--- src/design/gre_pkg.sv ---
// Shared types and constants for the graph reachability engine.
// Used by gre_ctrl, gre_datapath and the top level; no dependencies.
`timescale 1ns / 1ps
`default_nettype none

package gre_pkg;

  localparam int GRE_MAX_NODES = 16;
  localparam int GRE_MULT_BITS = 4;
  localparam int NODE_W        = 5;
  localparam int MODE_W        = 2;
  localparam int STATUS_W      = 2;

  localparam logic [NODE_W-1:0] NODE_COUNT_RST = 5'd10;

  typedef enum logic [MODE_W-1:0] {
    MODE_INSERT = 2'd0,
    MODE_DELETE = 2'd1,
    MODE_QUERY  = 2'd2,
    MODE_CLEAR  = 2'd3
  } mode_e;

  typedef enum logic [STATUS_W-1:0] {
    STS_OK     = 2'd0,
    STS_RANGE  = 2'd1,
    STS_ABSENT = 2'd2,
    STS_SAT    = 2'd3
  } status_e;

  typedef enum logic [3:0] {
    ST_SWEEP,
    ST_SWEEP_REQ,
    ST_IDLE,
    ST_DECODE,
    ST_RMW,
    ST_POP,
    ST_POP_WAIT,
    ST_SCAN,
    ST_OUT
  } state_e;

  typedef struct packed {
    logic    req_load;
    logic    sweep_start;
    logic    sweep_we;
    logic    edge_rd;
    logic    rmw_inc;
    logic    rmw_dec;
    logic    q_init;
    logic    pop;
    logic    scan;
    logic    set_res;
    status_e res_status;
    logic    res_reach;
    logic    out_load;
  } gre_cmd_t;

  typedef struct packed {
    mode_e req_mode;
    logic  req_bad;
    logic  sweep_last;
    logic  mult_full;
    logic  mult_zero;
    logic  stack_empty;
    logic  hit;
    logic  scan_done;
    logic  out_free;
  } gre_sts_t;

endpackage

`default_nettype wire

--- src/design/graph_reachability_engine_unit.sv ---
// Graph reachability engine top level: gre_ctrl sequencer plus gre_datapath.
// A query pops nodes off a search stack and scans each popped node's edges.
// One item at a time; a clear request sweeps 2**(2*clog2(MAX_NODES)) entries (256)
// before its result is valid.
// Reset (async, active low) and each node_count write start that same clearing
// sweep, one edge entry a cycle, during which in_stall_o stays high.
`timescale 1ns / 1ps
`default_nettype none

module graph_reachability_engine_unit #(
  parameter int MAX_NODES = gre_pkg::GRE_MAX_NODES,
  parameter int MULT_BITS = gre_pkg::GRE_MULT_BITS
) (
  input  wire logic                         clk_i,
  input  wire logic                         rst_ni,
  input  wire logic                         cfg_we_i,
  input  wire logic [gre_pkg::NODE_W-1:0]   cfg_wdata_i,
  input  wire logic                         in_valid_i,
  output logic                              in_stall_o,
  input  wire logic [gre_pkg::MODE_W-1:0]   mode_i,
  input  wire logic [gre_pkg::NODE_W-1:0]   from_node_i,
  input  wire logic [gre_pkg::NODE_W-1:0]   to_node_i,
  output logic                              out_valid_o,
  input  wire logic                         out_stall_i,
  output logic [gre_pkg::STATUS_W-1:0]      status_o,
  output logic                              reachable_o
);
  import gre_pkg::*;

  gre_cmd_t cmd;
  gre_sts_t sts;

  gre_ctrl u_ctrl (
    .clk_i      (clk_i),
    .rst_ni     (rst_ni),
    .in_valid_i (in_valid_i),
    .cfg_we_i   (cfg_we_i),
    .sts_i      (sts),
    .cmd_o      (cmd),
    .in_stall_o (in_stall_o)
  );

  gre_datapath #(
    .MAX_NODES (MAX_NODES),
    .MULT_BITS (MULT_BITS)
  ) u_datapath (
    .clk_i       (clk_i),
    .rst_ni      (rst_ni),
    .cfg_we_i    (cfg_we_i),
    .cfg_wdata_i (cfg_wdata_i),
    .mode_i      (mode_i),
    .from_node_i (from_node_i),
    .to_node_i   (to_node_i),
    .out_stall_i (out_stall_i),
    .cmd_i       (cmd),
    .sts_o       (sts),
    .out_valid_o (out_valid_o),
    .status_o    (status_o),
    .reachable_o (reachable_o)
  );

`ifndef SYNTHESIS
  a_sweep_stalls: assert property (@(posedge clk_i) disable iff (!rst_ni)
    cmd.sweep_we |-> in_stall_o)
    else $error("item accepted during edge clearing sweep");

  a_one_item: assert property (@(posedge clk_i) disable iff (!rst_ni)
    (in_valid_i && !in_stall_o) |=> in_stall_o)
    else $error("second item accepted while one is in work");

  a_out_load: assert property (@(posedge clk_i) disable iff (!rst_ni)
    cmd.out_load |=> out_valid_o)
    else $error("result load did not raise out_valid_o");

  a_reach_ok: assert property (@(posedge clk_i) disable iff (!rst_ni)
    cmd.out_load |=> (!reachable_o || (status_o == STS_OK)))
    else $error("reachable set on a failed request");
`endif

endmodule

`default_nettype wire

--- src/design/gre_ctrl.sv ---
// Sequencer for the graph reachability engine: request decode, clearing
// sweep, read-modify-write of edge counts and the depth-first search steps.
// Depends on gre_pkg.
`timescale 1ns / 1ps
`default_nettype none

module gre_ctrl (
  input  wire logic             clk_i,
  input  wire logic             rst_ni,
  input  wire logic             in_valid_i,
  input  wire logic             cfg_we_i,
  input  gre_pkg::gre_sts_t     sts_i,
  output gre_pkg::gre_cmd_t     cmd_o,
  output logic                  in_stall_o
);
  import gre_pkg::*;

  state_e state_q, state_d;

  always_ff @(posedge clk_i or negedge rst_ni) begin
    if (!rst_ni) begin
      state_q <= ST_SWEEP;
    end else begin
      state_q <= state_d;
    end
  end

  always_comb begin
    state_d = state_q;
    case (state_q)
      ST_SWEEP: begin
        if (sts_i.sweep_last) state_d = ST_IDLE;
      end
      ST_SWEEP_REQ: begin
        if (sts_i.sweep_last) state_d = ST_OUT;
      end
      ST_IDLE: begin
        if (in_valid_i) state_d = ST_DECODE;
      end
      ST_DECODE: begin
        if (sts_i.req_mode == MODE_CLEAR) begin
          state_d = ST_SWEEP_REQ;
        end else if (sts_i.req_bad) begin
          state_d = ST_OUT;
        end else if (sts_i.req_mode == MODE_QUERY) begin
          state_d = ST_POP;
        end else begin
          state_d = ST_RMW;
        end
      end
      ST_RMW: begin
        state_d = ST_OUT;
      end
      ST_POP: begin
        state_d = sts_i.stack_empty ? ST_OUT : ST_POP_WAIT;
      end
      ST_POP_WAIT: begin
        state_d = ST_SCAN;
      end
      ST_SCAN: begin
        if (sts_i.hit) begin
          state_d = ST_OUT;
        end else if (sts_i.scan_done) begin
          state_d = ST_POP;
        end
      end
      ST_OUT: begin
        if (sts_i.out_free) state_d = ST_IDLE;
      end
      default: begin
        state_d = ST_IDLE;
      end
    endcase
    // a node count write restarts the clearing sweep
    if (cfg_we_i) state_d = ST_SWEEP;
  end

  always_comb begin
    cmd_o             = '0;
    cmd_o.res_status  = STS_OK;
    cmd_o.sweep_start = cfg_we_i;
    case (state_q)
      ST_SWEEP: begin
        cmd_o.sweep_we = 1'b1;
      end
      ST_SWEEP_REQ: begin
        cmd_o.sweep_we = 1'b1;
        cmd_o.set_res  = sts_i.sweep_last;
      end
      ST_IDLE: begin
        cmd_o.req_load = in_valid_i;
      end
      ST_DECODE: begin
        if (sts_i.req_mode == MODE_CLEAR) begin
          cmd_o.sweep_start = 1'b1;
        end else if (sts_i.req_bad) begin
          cmd_o.set_res    = 1'b1;
          cmd_o.res_status = STS_RANGE;
        end else if (sts_i.req_mode == MODE_QUERY) begin
          cmd_o.q_init = 1'b1;
        end else begin
          cmd_o.edge_rd = 1'b1;
        end
      end
      ST_RMW: begin
        cmd_o.set_res = 1'b1;
        if (sts_i.req_mode == MODE_INSERT) begin
          if (sts_i.mult_full) begin
            cmd_o.res_status = STS_SAT;
          end else begin
            cmd_o.rmw_inc = 1'b1;
          end
        end else begin
          if (sts_i.mult_zero) begin
            cmd_o.res_status = STS_ABSENT;
          end else begin
            cmd_o.rmw_dec = 1'b1;
          end
        end
      end
      ST_POP: begin
        if (sts_i.stack_empty) begin
          cmd_o.set_res = 1'b1;
        end else begin
          cmd_o.pop = 1'b1;
        end
      end
      ST_POP_WAIT: begin
      end
      ST_SCAN: begin
        cmd_o.scan = 1'b1;
        if (sts_i.hit) begin
          cmd_o.set_res   = 1'b1;
          cmd_o.res_reach = 1'b1;
        end
      end
      ST_OUT: begin
        cmd_o.out_load = sts_i.out_free;
      end
      default: begin
      end
    endcase
  end

  assign in_stall_o = (state_q != ST_IDLE);

endmodule

`default_nettype wire

--- src/design/gre_datapath.sv ---
// Datapath of the graph reachability engine: node count register, edge
// count memory, search stack memory, visited marks and result registers.
// Depends on gre_pkg; driven by gre_ctrl.
`timescale 1ns / 1ps
`default_nettype none

module gre_datapath #(
  parameter int MAX_NODES = gre_pkg::GRE_MAX_NODES,
  parameter int MULT_BITS = gre_pkg::GRE_MULT_BITS
) (
  input  wire logic                          clk_i,
  input  wire logic                          rst_ni,
  input  wire logic                          cfg_we_i,
  input  wire logic [gre_pkg::NODE_W-1:0]    cfg_wdata_i,
  input  wire logic [gre_pkg::MODE_W-1:0]    mode_i,
  input  wire logic [gre_pkg::NODE_W-1:0]    from_node_i,
  input  wire logic [gre_pkg::NODE_W-1:0]    to_node_i,
  input  wire logic                          out_stall_i,
  input  gre_pkg::gre_cmd_t                  cmd_i,
  output gre_pkg::gre_sts_t                  sts_o,
  output logic                               out_valid_o,
  output logic [gre_pkg::STATUS_W-1:0]       status_o,
  output logic                               reachable_o
);
  import gre_pkg::*;

  localparam int IW         = $clog2(MAX_NODES);
  localparam int AW         = 2 * IW;
  localparam int EDGE_DEPTH = 2 ** AW;

  // configuration
  logic [NODE_W-1:0] node_count_q;
  logic [IW:0]       n_act;
  logic [IW:0]       n_m1;

  always_ff @(posedge clk_i or negedge rst_ni) begin
    if (!rst_ni) begin
      node_count_q <= NODE_COUNT_RST;
    end else if (cfg_we_i) begin
      node_count_q <= cfg_wdata_i;
    end
  end

  assign n_act = (int'(node_count_q) > MAX_NODES) ? (IW+1)'(MAX_NODES)
                                                  : (IW+1)'(node_count_q);
  assign n_m1  = n_act - (IW+1)'(1);

  // request registers
  mode_e             mode_q;
  logic              bad_q;
  logic [IW-1:0]     s_q;
  logic [IW-1:0]     d_q;
  logic              bad_d;
  logic [NODE_W-1:0] from_m1;
  logic [NODE_W-1:0] to_m1;

  assign bad_d   = (from_node_i == '0) || (to_node_i == '0) ||
                   (from_node_i > n_act) || (to_node_i > n_act);
  assign from_m1 = from_node_i - NODE_W'(1);
  assign to_m1   = to_node_i - NODE_W'(1);

  always_ff @(posedge clk_i) begin
    if (cmd_i.req_load) begin
      mode_q <= mode_e'(mode_i);
      bad_q  <= bad_d;
      s_q    <= IW'(from_m1);
      d_q    <= IW'(to_m1);
    end
  end

  // clearing sweep
  logic [AW-1:0] sweep_q;

  always_ff @(posedge clk_i or negedge rst_ni) begin
    if (!rst_ni) begin
      sweep_q <= '0;
    end else if (cmd_i.sweep_start) begin
      sweep_q <= '0;
    end else if (cmd_i.sweep_we) begin
      sweep_q <= sweep_q + AW'(1);
    end
  end

  // edge count memory
  logic [MULT_BITS-1:0] edge_mem [EDGE_DEPTH];
  logic [MULT_BITS-1:0] edge_rdata_q;
  logic                 edge_we;
  logic                 edge_re;
  logic [AW-1:0]        edge_waddr;
  logic [AW-1:0]        edge_raddr;
  logic [MULT_BITS-1:0] edge_wdata;

  // search state
  logic [IW-1:0]        stack_mem [MAX_NODES];
  logic [IW-1:0]        stack_rdata_q;
  logic [IW:0]          sp_q, sp_d;
  logic [IW:0]          sp_m1;
  logic [IW:0]          v_q, v_d;
  logic                 chk_valid_q, chk_valid_d;
  logic [IW-1:0]        chk_v_q;
  logic [MAX_NODES-1:0] visited_q, visited_d;
  logic                 scan_issue;
  logic                 edge_nz;
  logic                 hit;
  logic                 push;
  logic                 stack_we;
  logic [IW-1:0]        stack_waddr;
  logic [IW-1:0]        stack_wdata;

  assign scan_issue = cmd_i.scan && (v_q < n_act);
  assign edge_nz    = (edge_rdata_q != '0);
  assign hit        = chk_valid_q && edge_nz && (chk_v_q == d_q);
  assign push       = cmd_i.scan && chk_valid_q && edge_nz && !hit &&
                      !visited_q[chk_v_q] && (sp_q < (IW+1)'(MAX_NODES));

  assign edge_we    = cmd_i.sweep_we || cmd_i.rmw_inc || cmd_i.rmw_dec;
  assign edge_waddr = cmd_i.sweep_we ? sweep_q : {s_q, d_q};
  assign edge_wdata = cmd_i.sweep_we ? '0 :
                      cmd_i.rmw_inc  ? edge_rdata_q + MULT_BITS'(1)
                                     : edge_rdata_q - MULT_BITS'(1);
  assign edge_re    = cmd_i.edge_rd || scan_issue;
  assign edge_raddr = cmd_i.edge_rd ? {s_q, d_q} : {stack_rdata_q, v_q[IW-1:0]};

  always_ff @(posedge clk_i) begin
    if (edge_we) edge_mem[edge_waddr] <= edge_wdata;
    if (edge_re) edge_rdata_q <= edge_mem[edge_raddr];
  end

  assign sp_m1       = sp_q - (IW+1)'(1);
  assign stack_we    = cmd_i.q_init || push;
  assign stack_waddr = cmd_i.q_init ? '0 : sp_q[IW-1:0];
  assign stack_wdata = cmd_i.q_init ? s_q : chk_v_q;

  always_ff @(posedge clk_i) begin
    if (stack_we) stack_mem[stack_waddr] <= stack_wdata;
    if (cmd_i.pop) stack_rdata_q <= stack_mem[sp_m1[IW-1:0]];
  end

  always_comb begin
    sp_d        = sp_q;
    v_d         = v_q;
    chk_valid_d = chk_valid_q;
    visited_d   = visited_q;
    if (cmd_i.q_init) begin
      sp_d           = (IW+1)'(1);
      visited_d      = '0;
      visited_d[s_q] = 1'b1;
    end else if (cmd_i.pop) begin
      sp_d        = sp_m1;
      v_d         = '0;
      chk_valid_d = 1'b0;
    end else if (cmd_i.scan) begin
      chk_valid_d = scan_issue;
      if (scan_issue) v_d = v_q + (IW+1)'(1);
      if (push) begin
        sp_d               = sp_q + (IW+1)'(1);
        visited_d[chk_v_q] = 1'b1;
      end
    end
  end

  always_ff @(posedge clk_i or negedge rst_ni) begin
    if (!rst_ni) begin
      sp_q        <= '0;
      v_q         <= '0;
      chk_valid_q <= 1'b0;
      visited_q   <= '0;
    end else begin
      sp_q        <= sp_d;
      v_q         <= v_d;
      chk_valid_q <= chk_valid_d;
      visited_q   <= visited_d;
    end
  end

  always_ff @(posedge clk_i) begin
    if (scan_issue) chk_v_q <= v_q[IW-1:0];
  end

  // result and output registers
  status_e              res_status_q;
  logic                 res_reach_q;
  logic                 out_valid_q;
  logic [STATUS_W-1:0]  out_status_q;
  logic                 out_reach_q;
  logic                 out_free;

  assign out_free = !out_valid_q || !out_stall_i;

  always_ff @(posedge clk_i) begin
    if (cmd_i.set_res) begin
      res_status_q <= cmd_i.res_status;
      res_reach_q  <= cmd_i.res_reach;
    end
    if (cmd_i.out_load) begin
      out_status_q <= res_status_q;
      out_reach_q  <= res_reach_q;
    end
  end

  always_ff @(posedge clk_i or negedge rst_ni) begin
    if (!rst_ni) begin
      out_valid_q <= 1'b0;
    end else if (cmd_i.out_load) begin
      out_valid_q <= 1'b1;
    end else if (!out_stall_i) begin
      out_valid_q <= 1'b0;
    end
  end

  assign out_valid_o = out_valid_q;
  assign status_o    = out_status_q;
  assign reachable_o = out_reach_q;

  always_comb begin
    sts_o             = '0;
    sts_o.req_mode    = mode_q;
    sts_o.req_bad     = bad_q;
    sts_o.sweep_last  = &sweep_q;
    sts_o.mult_full   = &edge_rdata_q;
    sts_o.mult_zero   = !edge_nz;
    sts_o.stack_empty = (sp_q == '0);
    sts_o.hit         = hit;
    sts_o.scan_done   = chk_valid_q && ({1'b0, chk_v_q} == n_m1);
    sts_o.out_free    = out_free;
  end

endmodule

`default_nettype wire

--- config.mk ---
export PLATFORM = sky130hd
export DESIGN_NAME = graph_reachability_engine_unit
export DESIGN_NICKNAME = d
export VERILOG_FILES = /design/src/design/gre_pkg.sv /design/src/design/graph_reachability_engine_unit.sv /design/src/design/gre_ctrl.sv /design/src/design/gre_datapath.sv
export SDC_FILE = /design/constraint.sdc
export NUM_CORES = 2
export LEC_CHECK = 0
export BUFFER_PORTS_ARGS = -buffer_cell sky130_fd_sc_hd__buf_2
export CAP_MARGIN = 25
export CORE_ASPECT_RATIO = 2
export CORE_MARGIN = 4
export CORE_UTILIZATION = 45
export DETAILED_ROUTE_END_ITERATION = 12
export PLACE_DENSITY = 0.6
export SLEW_MARGIN = 20
export SYNTH_ARGS = -nofsm -noshare
export SYNTH_HDL_FRONTEND = slang
export SYNTH_SLANG_ARGS = --single-unit
--- constraint.sdc ---
create_clock -name clk_i -period 12.15 [get_ports clk_i]
set_clock_uncertainty 0.2 [all_clocks]
set_input_delay 2.43 -clock clk_i [delete_from_list [all_inputs] [get_ports clk_i]]
set_output_delay 2.43 -clock clk_i [all_outputs]
set_load 0.005 [all_outputs]
==> out/qor.log <==
INFO  final_layout   layout.nets=3,390
INFO  power_and_ir_drop p_per_area=143nW/um^2
INFO  power_and_ir_drop design_power_total=7.62mW
INFO  floorplanning  core.rowCount=169
INFO  clock_tree     insertion_delay=0.71ns
INFO  sta            setup_total_negative_slack=0ns
INFO  grt            number_of_global_route_vias_before_repair=30,300
INFO  floorplanning  start_util=45.4%
INFO  sta            fin_worst_hold_slack=0.235ns
INFO  synth          ys_seq_elements=1,162
INFO  sta            layout_min_cycle_time=6.13ns
INFO  sta            layout_worst_path_cycle_share=50.5%
INFO  route          route.final.wire_length=140,000um
INFO  route          vias=29,400
INFO  final_layout   post_layout_nonfiller_instances=4,787
INFO  route          routed_wire_length_per_instance=29.2um
INFO  floorplanning  die-area=113,000um^2
INFO  synth          post_synth.cell_area_avg=14.4um^2
INFO  sta            timing.final.setup_violations=0
INFO  setup_path     worst_ep_required_time=12.40ns
INFO  place          dpl.hpwl=89,300um
INFO  floorplanning  die_w=240um
INFO  clock_tree     numClockSinks=1,162
INFO  place          detailedPlace.worstSlack=6.00ns
INFO  sta            maxSlewHeadroom=27.4%
INFO  synth          postSynth.asyncResetShare=3.87%
INFO  sta            setup_slack=6.02ns
INFO  place          detailed_place.area=50,000um^2
INFO  sta            slew_viol_final=0
INFO  floorplanning  placeableCoreArea=106,000um^2
INFO  grt            gr-usage-all-layers=24.6%
INFO  grt            grt_antenna_before_repair=2
INFO  setup_path     path_class=flip-flop to flip-flop
INFO  route          post-route-drc-count=0
INFO  synth          syn_nets=3,409
INFO  setup_path     timing.critical_path.arrival=6.38ns
INFO  final_layout   syn2layout_area_growth=9.99%
INFO  synth          yosysWarningCount=0
INFO  flow_run       max_cap_violations=0
INFO  clock_tree     cts_root_buffer=clkbuf_16
INFO  synth          synthMostInstantiatedCell=edfxtp_1
INFO  worst_hold_path hp-class=flip-flop to flip-flop
INFO  power_and_ir_drop internal_power_contribution=6.11mW
INFO  synth          post_synth_main_area_contributors=edfxtp_1, mux2i_1, nand2_1, nor2_1, dfrtp_1
INFO  route          drt_iter0_drc=2,424
INFO  route          dr.pass1.iters=5
INFO  power_and_ir_drop power_frac_clock=41.4%
INFO  final_layout   post-route-util=50.0%
INFO  synth          synth_edf_count=1,117
INFO  power_and_ir_drop share_comb_of_total_power=1.6%
INFO  power_and_ir_drop power.static_leakage=18.6nW
INFO  power_and_ir_drop net-switching-power=1.52mW
INFO  final_layout   post_route_cells_drive_above_1_share=9.83%
INFO  synth          ys_dominant_reg_cell=edfxtp_1
INFO  sta            unrepaired_setup_endpoints_after_global_routing=false
INFO  place          routability_congestion=0.874
INFO  synth          synth_top_cell_area_share=69.4%
INFO  setup_path     critPathMaxStageDelay=0.82ns
INFO  grt            grt_util_met1=25.3%
INFO  final_layout   final_design_area_no_fill=53,100um^2
INFO  clock_tree     cts_tree=done
INFO  clock_tree     number_of_gates_resized_after_cts=0
INFO  grt            groute.layer.met2.usage=45.4%
INFO  clock_tree     cts_buffers=96
INFO  power_and_ir_drop power.share.sequential=56.9%
INFO  grt            grt-ovfl-total=0
INFO  grt            grt_max_degree=233
INFO  floorplanning  io_pins=27
INFO  place          io_buffers=26
INFO  setup_path     cells_traversed_along_the_worst_timing_path=and4bb_1, and3_2, buf_4, nor2_4, buf_12, buf_12, buf_4, mux2i_1, a221oi_1, o22ai_1, o2111ai_1, and4_1
INFO  place          instance_count_after_placement_with_tap_cells_included=4,610
INFO  setup_path     timing.critical_path.to_type=flip-flop
INFO  power_and_ir_drop power_switching_share=19.9%
INFO  grt            grt_pass1_wl=202,000um
INFO  grt            grt-busiest-layer=met2
INFO  route          vias_per_cell=6.14
INFO  synth          yosysSeqAreaShare=71.8%
INFO  setup_path     setup.worst_path.start_class=flip-flop
INFO  floorplanning  die_y=471um
INFO  clock_tree     post_cts.repair.setup_buffers=0
INFO  setup_path     cpMaxStageDelayCell=buf_4
INFO  clock_tree     worst_setup_hold_path_clk_slew=0.07ns
INFO  synth          netlist-cell-type-count=78
INFO  clock_tree     cts_max_level=3
INFO  route          detail-route-antenna-nets=0
INFO  power_and_ir_drop vdd_ir_drop_max=0.141mV
INFO  synth          syn_inst=3,360
INFO  grt            groute.layer.met3.usage=3.81%
INFO  synth          synth_common_cells=edfxtp_1, nand2_1, nor2_1
INFO  setup_path     path_max_fanout=159
INFO  clock_tree     hold_buffers=0
INFO  sta            max_clock_freq=0.163GHz
INFO  clock_tree     clock_path_buffers=3
INFO  run_status     result_of_the_run=finished clean
INFO  synth          synth.cell_area=48,300um^2
INFO  sta            finalHoldViolations=0
INFO  synth          yosysTopAreaCell=edfxtp_1
INFO  sta            worst-slew-pin-transition=1.09ns
==> kinds of logic after synthesis <==
family | after synthesis | share of synthesized area, %
compound gates | 620 | 8.74
xor+xnor | 31 | 0.562
fa+ha+maj | 27 | 0.715
buf+inv | 250 | 2.38
flops | 1162 | 71.8
mux | 298 | 6.84
simple gates | 972 | 9.00
==> area by class of cell <==
| class | count | area (um^2) |
|---|---|---|
| Clock inverter | 61 | 612 |
| Multi-Input combinational cell | 1948 | 12700 |
| Tap cell | 1368 | 1710 |
| Timing Repair Buffer | 109 | 828 |
| Sequential cell | 1162 | 34700 |
| Fill cell | 9001 | 53200 |
| Clock buffer | 113 | 2540 |
| Inverter | 24 | 90.1 |
| Antenna cell | 2 | 5.00 |
==> power groups by stage <==
stage | Sequential [mW] | Combinational [mW] | Clock [mW]
after detailed placement | 4.43 | 0.125 | 0
final | 4.34 | 0.124 | 3.16
after CTS | 4.34 | 0.125 | 3.20
after global routing | 4.34 | 0.134 | 3.36
after global placement | 4.43 | 0.123 | 0
after floorplan | 4.42 | 0.0751 | 0
==> layout by cell type (no fill, tap or decap), types with 75 or more instances in the layout <==
master	Yosys	final
nand3_1	103	102
nand2_1	360	359
nor2_1	316	312
buf_4	22	75
clkbuf_16	0	99
a21oi_1	117	116
o22ai_1	133	130
edfxtp_1	1117	1117
o21ai_0	77	76
mux2i_1	264	264
==> routing by layer <==
layer / vias to the layer above / wire (um) / part of all wire (%)
met4: 2 / 10900 / 7.8
met3: 378 / 8000 / 5.7
met2: 1189 / 76000 / 54
met5: - / 13 / 0.0093
li1: 13000 / - / -
met1: 14900 / 45100 / 32
==> registers in the layout, indices dropped and copies added, names as in the netlist, 2 cells and up <==
signal and flops:
u_datapath.edge_mem 1024, u_datapath.stack_mem 64, u_datapath.visited_q 16, u_datapath.sweep_q 8, u_datapath.node_count_q 5, u_datapath.sp_q 5
u_datapath.v_q 5, u_ctrl.state_q 4, u_datapath.chk_v_q 4, u_datapath.d_q 4, u_datapath.edge_rdata_q 4, u_datapath.s_q 4
u_datapath.stack_rdata_q 4, u_datapath.mode_q 2, u_datapath.res_status_q 2, u_datapath.status_o 2
==> worst max-delay path, delay by kind of cell, from the launching register on <==
family,cells,cell delay (ns)
multiplexers,1,0.28
AND/OR/NAND/NOR,4,1.62
AO/OA/AOI/OAI,3,0.63
flip-flops,1,0.55
buffers and inverters,4,2.32
==> final timing paths <==
kind                                                       from                                endpoint  slack (ns)  cells after the start
min                        u_datapath.res_status_q[1]$_DFFE_PP_        u_datapath.status_o[1]$_DFFE_PP_        0.23                      0
max in group asynchronous                                rst_ni  u_datapath.node_count_q[3]$_DFFE_PN1P_        9.70                      2
max                               u_ctrl.state_q[1]$_DFFE_PN0P_    u_datapath.edge_rdata_q[1]$_DFFE_PP_        6.02                     12
min in group asynchronous                                rst_ni     u_datapath.visited_q[8]$_DFFE_PN0P_        1.45                      1
max reg2reg                       u_ctrl.state_q[1]$_DFFE_PN0P_    u_datapath.edge_rdata_q[1]$_DFFE_PP_        6.02                     12
min reg2reg                u_datapath.res_status_q[1]$_DFFE_PP_        u_datapath.status_o[1]$_DFFE_PP_        0.23                      0
(Power assumes the default switching activity.)
